[config.mk]
export PLATFORM = sky130hd
export DESIGN_NAME = line_pixel_generator_top
export DESIGN_NICKNAME = d
export VERILOG_FILES = /design/src/hw/rtl/lpg_pkg.sv /design/src/hw/rtl/lpg_in_reg.sv /design/src/hw/rtl/lpg_core.sv /design/src/hw/rtl/line_pixel_generator_top.sv
export VERILOG_INCLUDE_DIRS = /design/src /design/src/hw/rtl
export SDC_FILE = /design/constraint.sdc
export NUM_CORES = 1
export LEC_CHECK = 0
export BUFFER_PORTS_ARGS = -buffer_cell sky130_fd_sc_hd__clkbuf_2
export CORE_ASPECT_RATIO = 2
export CORE_UTILIZATION = 34
export DETAILED_ROUTE_END_ITERATION = 7
export MAX_ROUTING_LAYER = met4
export SLEW_MARGIN = 20
export SYNTH_ARGS = -nofsm -noshare
export SYNTH_HDL_FRONTEND = slang
export SYNTH_SLANG_ARGS = --single-unit
[constraint.sdc]
create_clock -name clk -period 17.54 [get_ports clk]
set_input_delay 1.754 -clock clk [delete_from_list [all_inputs] [get_ports clk]]
set_output_delay 1.754 -clock clk [all_outputs]
set_load 0.01 [all_outputs]
[src/hw/rtl/line_pixel_generator_top_assert.svh]
// Assertion macros shared by the line pixel generator.
`ifndef LINE_PIXEL_GENERATOR_TOP_ASSERT_SVH
`define LINE_PIXEL_GENERATOR_TOP_ASSERT_SVH

// The consequent must hold in the same cycle as the antecedent.
`define LPG_ASSERT_SAME(label, clk, rst_n, ante, cons) \
  label: assert property (@(posedge clk) disable iff (!rst_n) (ante) |-> (cons)) \
    else $error("line pixel generator assertion failed");

// The consequent must hold in the cycle after the antecedent.
`define LPG_ASSERT_NEXT(label, clk, rst_n, ante, cons) \
  label: assert property (@(posedge clk) disable iff (!rst_n) (ante) |=> (cons)) \
    else $error("line pixel generator assertion failed");

`endif

[src/hw/rtl/lpg_pkg.sv]
package lpg_pkg;

  // Width of the coordinate fields on the ports.
  localparam int COORD_W = 16;
  // Default number of coordinate bits actually used.
  localparam int COORD_BITS_DEF = 16;

  localparam logic OP_START = 1'b0;
  localparam logic OP_STEP  = 1'b1;

  localparam logic [1:0] DIR_NONE = 2'd0;
  localparam logic [1:0] DIR_POS  = 2'd1;
  localparam logic [1:0] DIR_NEG  = 2'd3;

  typedef struct packed {
    logic               operation;
    logic [COORD_W-1:0] start_x;
    logic [COORD_W-1:0] start_y;
    logic [COORD_W-1:0] end_x;
    logic [COORD_W-1:0] end_y;
  } in_item_t;

  typedef struct packed {
    logic [COORD_W-1:0] pixel_x;
    logic [COORD_W-1:0] pixel_y;
    logic               last;
  } out_item_t;

  // Status of the stepping core, watched by the top level.
  typedef struct packed {
    logic active;
    logic emit;
    logic emit_last;
  } core_status_t;

endpackage

[src/hw/rtl/lpg_in_reg.sv]
module lpg_in_reg (
  input  logic              clk,
  input  logic              rst_n,
  input  logic              in_valid,
  output logic              in_ready,
  input  lpg_pkg::in_item_t in_data,
  input  logic              take,
  output logic              buf_valid,
  output lpg_pkg::in_item_t buf_data
);

  logic              buf_valid_r;
  logic              buf_valid_nxt;
  lpg_pkg::in_item_t buf_data_r;

  // A new item can enter when the register is empty or is being drained.
  assign in_ready      = !buf_valid_r || take;
  assign buf_valid_nxt = (in_valid && in_ready) || (buf_valid_r && !take);

  always_ff @(posedge clk) begin
    if (!rst_n) begin
      buf_valid_r <= 1'b0;
    end else begin
      buf_valid_r <= buf_valid_nxt;
    end
  end

  always_ff @(posedge clk) begin
    if (in_valid && in_ready) begin
      buf_data_r <= in_data;
    end
  end

  assign buf_valid = buf_valid_r;
  assign buf_data  = buf_data_r;

endmodule

[src/hw/rtl/lpg_core.sv]
module lpg_core #(
  parameter int COORD_BITS = lpg_pkg::COORD_BITS_DEF
) (
  input  logic                  clk,
  input  logic                  rst_n,
  input  logic                  buf_valid,
  input  lpg_pkg::in_item_t     buf_data,
  output logic                  take,
  output logic                  out_valid,
  input  logic                  out_ready,
  output lpg_pkg::out_item_t    out_data,
  output lpg_pkg::core_status_t status
);

  localparam int EB = COORD_BITS + 1;

  logic [COORD_BITS-1:0] cur_x_r, cur_y_r, cur_x_nxt, cur_y_nxt;
  logic [EB-1:0]         err_x_r, err_y_r, err_x_nxt, err_y_nxt;
  logic [COORD_BITS-1:0] adx_r, ady_r, adx_nxt, ady_nxt;
  logic [1:0]            dir_x_r, dir_y_r, dir_x_nxt, dir_y_nxt;
  logic [COORD_BITS-1:0] dist_r, dist_nxt;
  logic [EB-1:0]         left_r, left_nxt;
  logic                  active_r, active_nxt;
  logic                  out_valid_r, out_valid_nxt;
  lpg_pkg::out_item_t    out_data_r, out_data_nxt;

  logic [COORD_BITS-1:0] sx, sy, ex, ey;
  logic [EB-1:0]         sum_x, sum_y;
  logic                  move_x, move_y;
  logic                  emit;
  logic                  is_last;

  // The item in the input register is consumed once the result slot is free.
  assign take = buf_valid && (!out_valid_r || out_ready);
  assign emit = take && (buf_data.operation == lpg_pkg::OP_STEP) && active_r;

  assign sx = buf_data.start_x[COORD_BITS-1:0];
  assign sy = buf_data.start_y[COORD_BITS-1:0];
  assign ex = buf_data.end_x[COORD_BITS-1:0];
  assign ey = buf_data.end_y[COORD_BITS-1:0];

  // The error terms never exceed the distance, so each sum fits in EB bits.
  assign sum_x   = err_x_r + {1'b0, adx_r};
  assign sum_y   = err_y_r + {1'b0, ady_r};
  assign move_x  = sum_x > {1'b0, dist_r};
  assign move_y  = sum_y > {1'b0, dist_r};
  assign is_last = left_r == EB'(1);

  function automatic logic [COORD_BITS-1:0] move_axis(
    input logic [COORD_BITS-1:0] pos,
    input logic [1:0]            dir
  );
    logic [COORD_BITS-1:0] res;
    res = pos;
    if (dir == lpg_pkg::DIR_POS) begin
      res = pos + COORD_BITS'(1);
    end else if (dir == lpg_pkg::DIR_NEG) begin
      res = pos - COORD_BITS'(1);
    end
    return res;
  endfunction

  always_comb begin
    cur_x_nxt  = cur_x_r;
    cur_y_nxt  = cur_y_r;
    err_x_nxt  = err_x_r;
    err_y_nxt  = err_y_r;
    adx_nxt    = adx_r;
    ady_nxt    = ady_r;
    dir_x_nxt  = dir_x_r;
    dir_y_nxt  = dir_y_r;
    dist_nxt   = dist_r;
    left_nxt   = left_r;
    active_nxt = active_r;

    if (take && (buf_data.operation == lpg_pkg::OP_START)) begin
      priority if (ex > sx) begin
        adx_nxt   = ex - sx;
        dir_x_nxt = lpg_pkg::DIR_POS;
      end else if (ex == sx) begin
        adx_nxt   = '0;
        dir_x_nxt = lpg_pkg::DIR_NONE;
      end else begin
        adx_nxt   = sx - ex;
        dir_x_nxt = lpg_pkg::DIR_NEG;
      end
      priority if (ey > sy) begin
        ady_nxt   = ey - sy;
        dir_y_nxt = lpg_pkg::DIR_POS;
      end else if (ey == sy) begin
        ady_nxt   = '0;
        dir_y_nxt = lpg_pkg::DIR_NONE;
      end else begin
        ady_nxt   = sy - ey;
        dir_y_nxt = lpg_pkg::DIR_NEG;
      end
      dist_nxt   = (adx_nxt > ady_nxt) ? adx_nxt : ady_nxt;
      cur_x_nxt  = sx;
      cur_y_nxt  = sy;
      err_x_nxt  = '0;
      err_y_nxt  = '0;
      left_nxt   = {1'b0, dist_nxt} + EB'(2);
      active_nxt = 1'b1;
    end else if (emit) begin
      err_x_nxt  = move_x ? (sum_x - {1'b0, dist_r}) : sum_x;
      err_y_nxt  = move_y ? (sum_y - {1'b0, dist_r}) : sum_y;
      cur_x_nxt  = move_x ? move_axis(cur_x_r, dir_x_r) : cur_x_r;
      cur_y_nxt  = move_y ? move_axis(cur_y_r, dir_y_r) : cur_y_r;
      left_nxt   = left_r - EB'(1);
      active_nxt = !is_last;
    end
  end

  always_comb begin
    out_data_nxt         = out_data_r;
    out_data_nxt.pixel_x = lpg_pkg::COORD_W'(cur_x_r);
    out_data_nxt.pixel_y = lpg_pkg::COORD_W'(cur_y_r);
    out_data_nxt.last    = is_last;
  end

  assign out_valid_nxt = emit || (out_valid_r && !out_ready);

  always_ff @(posedge clk) begin
    if (!rst_n) begin
      cur_x_r     <= '0;
      cur_y_r     <= '0;
      err_x_r     <= '0;
      err_y_r     <= '0;
      adx_r       <= '0;
      ady_r       <= '0;
      dir_x_r     <= lpg_pkg::DIR_NONE;
      dir_y_r     <= lpg_pkg::DIR_NONE;
      dist_r      <= '0;
      left_r      <= '0;
      active_r    <= 1'b0;
      out_valid_r <= 1'b0;
    end else begin
      cur_x_r     <= cur_x_nxt;
      cur_y_r     <= cur_y_nxt;
      err_x_r     <= err_x_nxt;
      err_y_r     <= err_y_nxt;
      adx_r       <= adx_nxt;
      ady_r       <= ady_nxt;
      dir_x_r     <= dir_x_nxt;
      dir_y_r     <= dir_y_nxt;
      dist_r      <= dist_nxt;
      left_r      <= left_nxt;
      active_r    <= active_nxt;
      out_valid_r <= out_valid_nxt;
    end
  end

  always_ff @(posedge clk) begin
    if (emit) begin
      out_data_r <= out_data_nxt;
    end
  end

  assign out_valid        = out_valid_r;
  assign out_data         = out_data_r;
  assign status.active    = active_r;
  assign status.emit      = emit;
  assign status.emit_last = is_last;

endmodule

[src/hw/rtl/line_pixel_generator_top.sv]
// Channel   Ports                          Moves
// input     in_valid, in_ready, in_data    start or step command with endpoints
// output    out_valid, out_ready, out_data one pixel coordinate with last flag
//
// One item per cycle while the result is not stalled: an item waits in the input
// register, then the stepping core updates the line state and loads the result register.
// Synchronous active-low reset clears the line state; no line is active after it.
// A stalled result holds the core; the input register still takes one more item.
`include "line_pixel_generator_top_assert.svh"

module line_pixel_generator_top #(
  parameter int COORD_BITS = lpg_pkg::COORD_BITS_DEF
) (
  input  logic               clk,
  input  logic               rst_n,
  input  logic               in_valid,
  output logic               in_ready,
  input  lpg_pkg::in_item_t  in_data,
  output logic               out_valid,
  input  logic               out_ready,
  output lpg_pkg::out_item_t out_data
);

  logic                  buf_valid;
  lpg_pkg::in_item_t     buf_data;
  logic                  take;
  lpg_pkg::core_status_t status;

  lpg_in_reg u_in_reg (
    .clk       (clk),
    .rst_n     (rst_n),
    .in_valid  (in_valid),
    .in_ready  (in_ready),
    .in_data   (in_data),
    .take      (take),
    .buf_valid (buf_valid),
    .buf_data  (buf_data)
  );

  lpg_core #(
    .COORD_BITS (COORD_BITS)
  ) u_core (
    .clk       (clk),
    .rst_n     (rst_n),
    .buf_valid (buf_valid),
    .buf_data  (buf_data),
    .take      (take),
    .out_valid (out_valid),
    .out_ready (out_ready),
    .out_data  (out_data),
    .status    (status)
  );

  // A pixel is only produced for a running line.
  `LPG_ASSERT_SAME(a_emit_active, clk, rst_n, status.emit, status.active)
  // The final pixel ends the line.
  `LPG_ASSERT_NEXT(a_last_ends, clk, rst_n, status.emit && status.emit_last, !status.active)
  // Input is refused only while a buffered item waits.
  `LPG_ASSERT_SAME(a_ready_buf, clk, rst_n, !in_ready, buf_valid)
  // A produced pixel appears in the result register on the next cycle.
  `LPG_ASSERT_NEXT(a_emit_out, clk, rst_n, status.emit, out_valid)

endmodule
* After elaboration in Yosys (flattened, before gate mapping)
Index checks and enable logic that the tools add are counted.
** Storage, ports and cells
- Logic and storage cells :: 100
- Bits in writable memories :: 0
- Bits in read-only memories :: 0
- Bits in latches :: 0
- Output and inout port bits :: 35
- Memories kept :: 0
- Bits of input ports :: 69
- Flip-flop bits (word level) :: 236
** Cells by class
- Order comparisons :: 5
- Shifts and indexed selects :: 0
- Multipliers :: 0
- Reductions and logical operators :: 24
- Equality and inequality tests :: 7
- Divide/modulo/power cells :: 0
- Muxes and demuxes :: 27
- $add $sub $neg :: 14
- Bitwise logic cells :: 2
** Operators with widths (number)
- $mux 16 :: 17
- $mux 17 :: 4
- $sub 16x16->16 :: 4
- $gt 16x16->1 :: 3
- $add 17x16->17 :: 2
- $gt 17x16->1 :: 2
- $sub 17x16->17 :: 2
- $add 16x1->16 const B :: 2
- $eq 16x16->1 :: 2
- $sub 16x1->16 const B :: 2
- $add 16x2->17 const B :: 1
- $eq 17x1->1 const B :: 1
- $sub 17x1->17 const B :: 1
- $mux 2 :: 4
- $logic_and 1x1->1 :: 7
- $reduce_and 3->1 :: 2
- $reduce_bool 2->1 :: 3
- $reduce_bool 3->1 :: 2
- $logic_not 1->1 :: 5
- $eq 2x1->1 const B :: 2
- $eq 2x2->1 const B :: 2
- $logic_or 1x1->1 :: 4
- $mux 1 :: 2
- $not 1->1 :: 2
- $reduce_or 2->1 :: 1

* Depth between registers and ports, before layout
- Depth after elaboration :: 9
- Depth in mapped cells :: 30
- Depth with buffers taken out :: 28

* Modules after synthesis
A second synthesis with hierarchy kept.
** Second synthesis, totals
- Cells, all modules :: 1943
- Area total of the unflattened synthesis :: 16985.0 sq um
** Modules (own cells, without submodules)
- lpg_core :: times used 1, area an instance 14975.6 sq um, seq. area each 3733.6 sq um, cells each 1873
- lpg_in_reg :: times used 1, area an instance 2009.4 sq um, seq. area each 1971.9 sq um, cells each 70

* Worst setup path after synthesis
OpenSTA, ideal clock, no wires.
- Kind :: flip-flop to flip-flop
- Start :: reg u_in_reg.buf_data_r (netlist bit u_in_reg.buf_data[16])
- End :: reg u_core.left_r[15]
- Arrival time :: 5.536 ns
- Setup time :: 0.103 ns
- Period minus slack after synthesis :: 5.639 ns
- Path buffers :: 1
- Path slack :: 11.901 ns
- Stages on the path, launching flop included :: 27
- Required time :: 17.437 ns
- Path through :: edfxtp_1 inv_1 ha_1 inv_1 fa_1 nand3_1 a21oi_1 o31ai_2 nand2_1 a211oi_1 o21ai_0 o21ai_0 mux2_2 inv_1 ha_1 nand4_1 or2_2 nor4_2 nor2_1 clkbuf_1 o21ai_0 ha_1 and4_1 o21ai_0 nand2_1 a311oi_1 a2111oi_2
** Between the ends
- Word-level cells in the longest chain between the ends :: 8
- Elaborated cells between the ends (all ways) :: 11
- Those cells by class :: 3 x add/sub; 2 x order compare; 1 x eq/ne; 5 x mux
** RTL lines
- from (decl) :: line lpg_in_reg.sv:14 : lpg_pkg::in_item_t buf_data_r;
- from (signal assigned) :: line lpg_in_reg.sv:30 : buf_data_r <= in_data;
- $sub 16x16->16 / $eq 16x16->1 (equally long branches) :: line lpg_core.sv:84, lpg_core.sv:80
- $mux 16 :: line lpg_core.sv:80 : end else if (ex == sx) begin
- $mux 16 (*) :: line lpg_core.sv:77 : priority if (ex > sx) begin
- $mux 16 (*) :: line lpg_core.sv:76 : if (take && (buf_data.operation == lpg_pkg::OP_START)) begin
- $gt 16x16->1 :: line lpg_core.sv:97 : dist_nxt = (adx_nxt > ady_nxt) ? adx_nxt : ady_nxt;
- $mux 16 (*) :: line lpg_core.sv:97
- $add 16x2->17 (*) :: line lpg_core.sv:102 : left_nxt = {1'b0, dist_nxt} + EB'(2);
- $mux 17 (*) :: line lpg_core.sv:76
- to (signal assigned) :: line lpg_core.sv:147 : left_r <= left_nxt;
- to (decl) :: line lpg_core.sv:22 : logic [EB-1:0] left_r, left_nxt;
Mark *: on every way between the ends. The rest lies on a longest branch, timed or not. The select of a mux whose other input is x is not followed.
A chain may end at the register's enable or synchronous reset.

* Worst setup path after layout
- Start :: reg u_in_reg.buf_data_r (netlist bit u_in_reg.buf_data[32])
- End :: reg u_core.left_r[15]
** Between the ends
- Word-level cells in the longest chain between the ends :: 8
- Elaborated cells between the ends (all ways) :: 11
- Those cells by class :: 3 x add/sub; 2 x order compare; 1 x eq/ne; 5 x mux
** RTL lines
- $sub 16x16->16 / $eq 16x16->1 (equally long branches) :: line lpg_core.sv:94, lpg_core.sv:90
- $mux 16 :: line lpg_core.sv:90 : end else if (ey == sy) begin
- $mux 16 (*) :: line lpg_core.sv:87 : priority if (ey > sy) begin
- $mux 16 (*) :: line lpg_core.sv:76
- $gt 16x16->1 :: line lpg_core.sv:97
- $mux 16 (*) :: line lpg_core.sv:97
- $add 16x2->17 (*) :: line lpg_core.sv:102
- $mux 17 (*) :: line lpg_core.sv:76
Marks and branches as above.

==> results.toml <==
[setup_path]
critical_path_required_ns = 18.01
criticalPathCategory = "reg -> reg"
cp_max_fo = 14
start_kind = "register"
arrival_ns = 7.80
rrSetupSlack_ns = 10.21
endpoint_kind = "register"

[clocking]
cts_tree = "built"
cts.clk_slew.worst_paths_ns = 0.07
ctsResizeCount = 0
htree_num_levels = 1
clk_latency_ns = 0.58
cts-root-buf = "clkbuf_16"
numCtsBuffers = 25
cts_sinks = 236
ctsHoldBuffers = 0
postCtsSetupBuffers = 0
cts_buffer_depth = 3

[pwr]
combPwrFrac_pct = 36.6
p_total_w = 0.00182
internal_power_w = 0.00113
clkPwrFrac_pct = 29.4
p_per_area_nw_per_um2 = 95.9
netSwitchingFraction_pct = 37.8
switching_power_w = 0.000688
ir_drop_v = 0.0000896
leakage_nw = 8.14
seqPwrFrac_pct = 34.0

[die]
start_util_pct = 34.5
die_y_um = 318
rows = 115
die-width_um = 160
core_um2 = 49400
dieArea_um2 = 51000
ios = 104

[logic_synthesis]
synth-main-ff-cell = "dfxtp_1"
synth_area_um2 = 17000
synth_warnings = 0
synthCells = 1954
syn_area_per_cell_um2 = 8.71
synth_edf_count = 98
synth_seq_area_share_pct = 33.5
ys_seq_elements = 236
syn_nets = 2205
synth_cell_type_count = 78
async_flop_share_pct = 0

[grt]
grt_overflow = 0
first_global_vias = 15300
grt_usage_pct = 23.7
grt_first_pass_wirelength_um = 88800
grt_max_degree = 76
antenna_found_initial = 1

[placed_design]
hpwl_um = 46900
io_buffer_count = 103
dpl_cell_area_um2 = 18200
gp_congestion = 0.946

[cells_and_area]
final_area_um2 = 19000
layout_commonest_cell = "a21oi_1"
drive_gt1_share_pct = 10.3
num_antenna_cells = 0
final_nets = 2271
areaGrowthSynthToFinish_pct = 11.5
fillers = 5013
layout_common_cells = "a21oi_1, ha_1, nand2_1"

[timing]
timing.final.crit_share_pct = 41.8
fmax_mhz = 136
setup-violations-final = 0
rsz0062_at_grt = "false"
fin_tns_setup_ns = 0
slew_headroom_pct = 15.8
finalMaxSlewViolations = 0
finalHoldViolations = 0
fin_skew_ns = 0.0187
min_period_ns = 7.33
worst_pin_slew_ns = 1.25

[status]
status = "complete, no violations"

[routing]
wl_per_cell_um = 21.9
drtPass1Iterations = 6
ant_nets = 0
drt-total-wl_um = 58700
dr.first_iter.drc_count = 679
viasPerCell = 5.57
drc = 0
vias = 15000

[flow_run]
max_cap_violations = 0

[hold_path]
hold_class = "reg -> reg"
layout make-up:
cell class | instances | area, um^2 | share of cell area, %
clock buffers | 35 | 719 | 3.79
multi-input cells | 1496 | 10500 | 55.3
repair buffers | 120 | 643 | 3.39
flip-flops and latches | 236 | 5710 | 30.1
inverters | 141 | 529 | 2.79
clock inverters | 11 | 78.8 | 0.415
well taps | 643 | 805 | 4.24
power groups by stage:
stage	Combinational [W]	Sequential (W)	Clock (W)
final	0.000666	0.000618	0.000535
after global routing	0.000727	0.000621	0.000562
after CTS	0.000662	0.000619	0.000547
after detailed placement	0.000658	0.000631	0
after global placement	0.000656	0.000630	0
after floorplan	0.000460	0.000623	0
registers in the layout (all words and copies together), names as in the netlist, 16 cells and up:
signal / flops
u_in_reg.buf_data: 65
u_core.err_y_r: 17
u_core.ady_r: 16
u_core.out_data: 33
u_core.adx_r: 16
u_core.err_x_r: 17
u_core.cur_y_r: 16
u_core.cur_x_r: 16
u_core.left_r: 17
u_core.dist_r: 16
per-stage QoR:
| step | instances | hold WS (ns) | utilization, % | setup WS [ns] |
|---|---|---|---|---|
| final | 2682 | 0.451 | 38.5 | 10.21 |
| after global routing | 2682 | 0.493 | 38.5 | 9.75 |
| after floorplan | 1954 | 0.429 | - | 11.90 |
| after detailed placement | 2636 | 0.446 | 36.8 | 10.27 |
| after CTS | 2682 | 0.455 | 38.5 | 10.23 |
| after global placement | 2636 | 0.446 | 36.8 | 10.33 |
path summary, 6_finish.rpt:
path | start | endpoint | cells after the start
setup / recovery | u_in_reg.buf_data[32] | u_core.left_r[15] | 25
hold / removal | u_core.dist_r[4] | u_core.dist_r[4] | 2
hold reg to reg | u_core.dist_r[4] | u_core.dist_r[4] | 2
setup reg to reg | u_in_reg.buf_data[32] | u_core.left_r[15] | 25
layer usage:
metal	vias to the layer above	track usage [%]	part of all wire, %
met2	374	44.5	54
li1	7287	-	-
met4	0	23.1	11
met3	175	1.43	2.5
met1	7114	20.3	32
met5	-	-	0
cells in the mapped netlist (18+ instances only):
| cell type | instances | area share [%] |
|---|---|---|
| a211oi_1 | 64 | 2.8 |
| a21o_1 | 46 | 2.0 |
| a21oi_1 | 178 | 5.2 |
| buf_2 | 19 | 0.56 |
| clkbuf_1 | 54 | 1.2 |
| dfxtp_1 | 138 | 16 |
| edfxtp_1 | 98 | 17 |
| ha_1 | 172 | 13 |
| inv_1 | 141 | 3.1 |
| mux2i_1 | 54 | 3.2 |
| nand2_1 | 150 | 3.3 |
| nand3_1 | 44 | 1.3 |
| nand4_1 | 24 | 0.88 |
| nor2_1 | 142 | 3.1 |
| nor3_1 | 55 | 1.6 |
| o211ai_1 | 19 | 0.84 |
| o21a_1 | 22 | 0.97 |
| o21ai_0 | 118 | 3.5 |
| o21bai_1 | 24 | 1.1 |
| or3_1 | 18 | 0.66 |
| xnor2_1 | 73 | 3.8 |
| xor2_1 | 30 | 1.5 |
critical path, stage by stage, from the launching register on:
cell and delay [ns]:
edfxtp_1 0.40, inv_1 0.14, ha_1 0.20, inv_1 0.06
fa_1 0.41, nand3_1 0.11, a21oi_1 0.13, o41ai_1 0.56
a21oi_1 0.22, a21o_1 0.22, a211o_1 0.29, o21ai_0 0.10
mux2i_1 0.51, inv_1 0.16, ha_1 0.34, nand4_1 0.10
or2_2 0.34, nor4_2 0.72, nor2_1 0.41, o21ai_0 0.38
ha_1 0.29, and4_1 0.22, o21ai_0 0.16, nand2_1 0.27
a311oi_1 0.16, a2111oi_2 0.34
cells by family after synthesis:
group	count (synthesis)	share of synthesized area [%]
compound gates	596	22.7
simple gates	553	15.9
flops	236	33.5
buf+inv	222	5.04
fa+ha+maj	182	13.8
xor+xnor	103	5.30
mux	62	3.70
No activity file was read; power rests on OpenSTA's default activity.
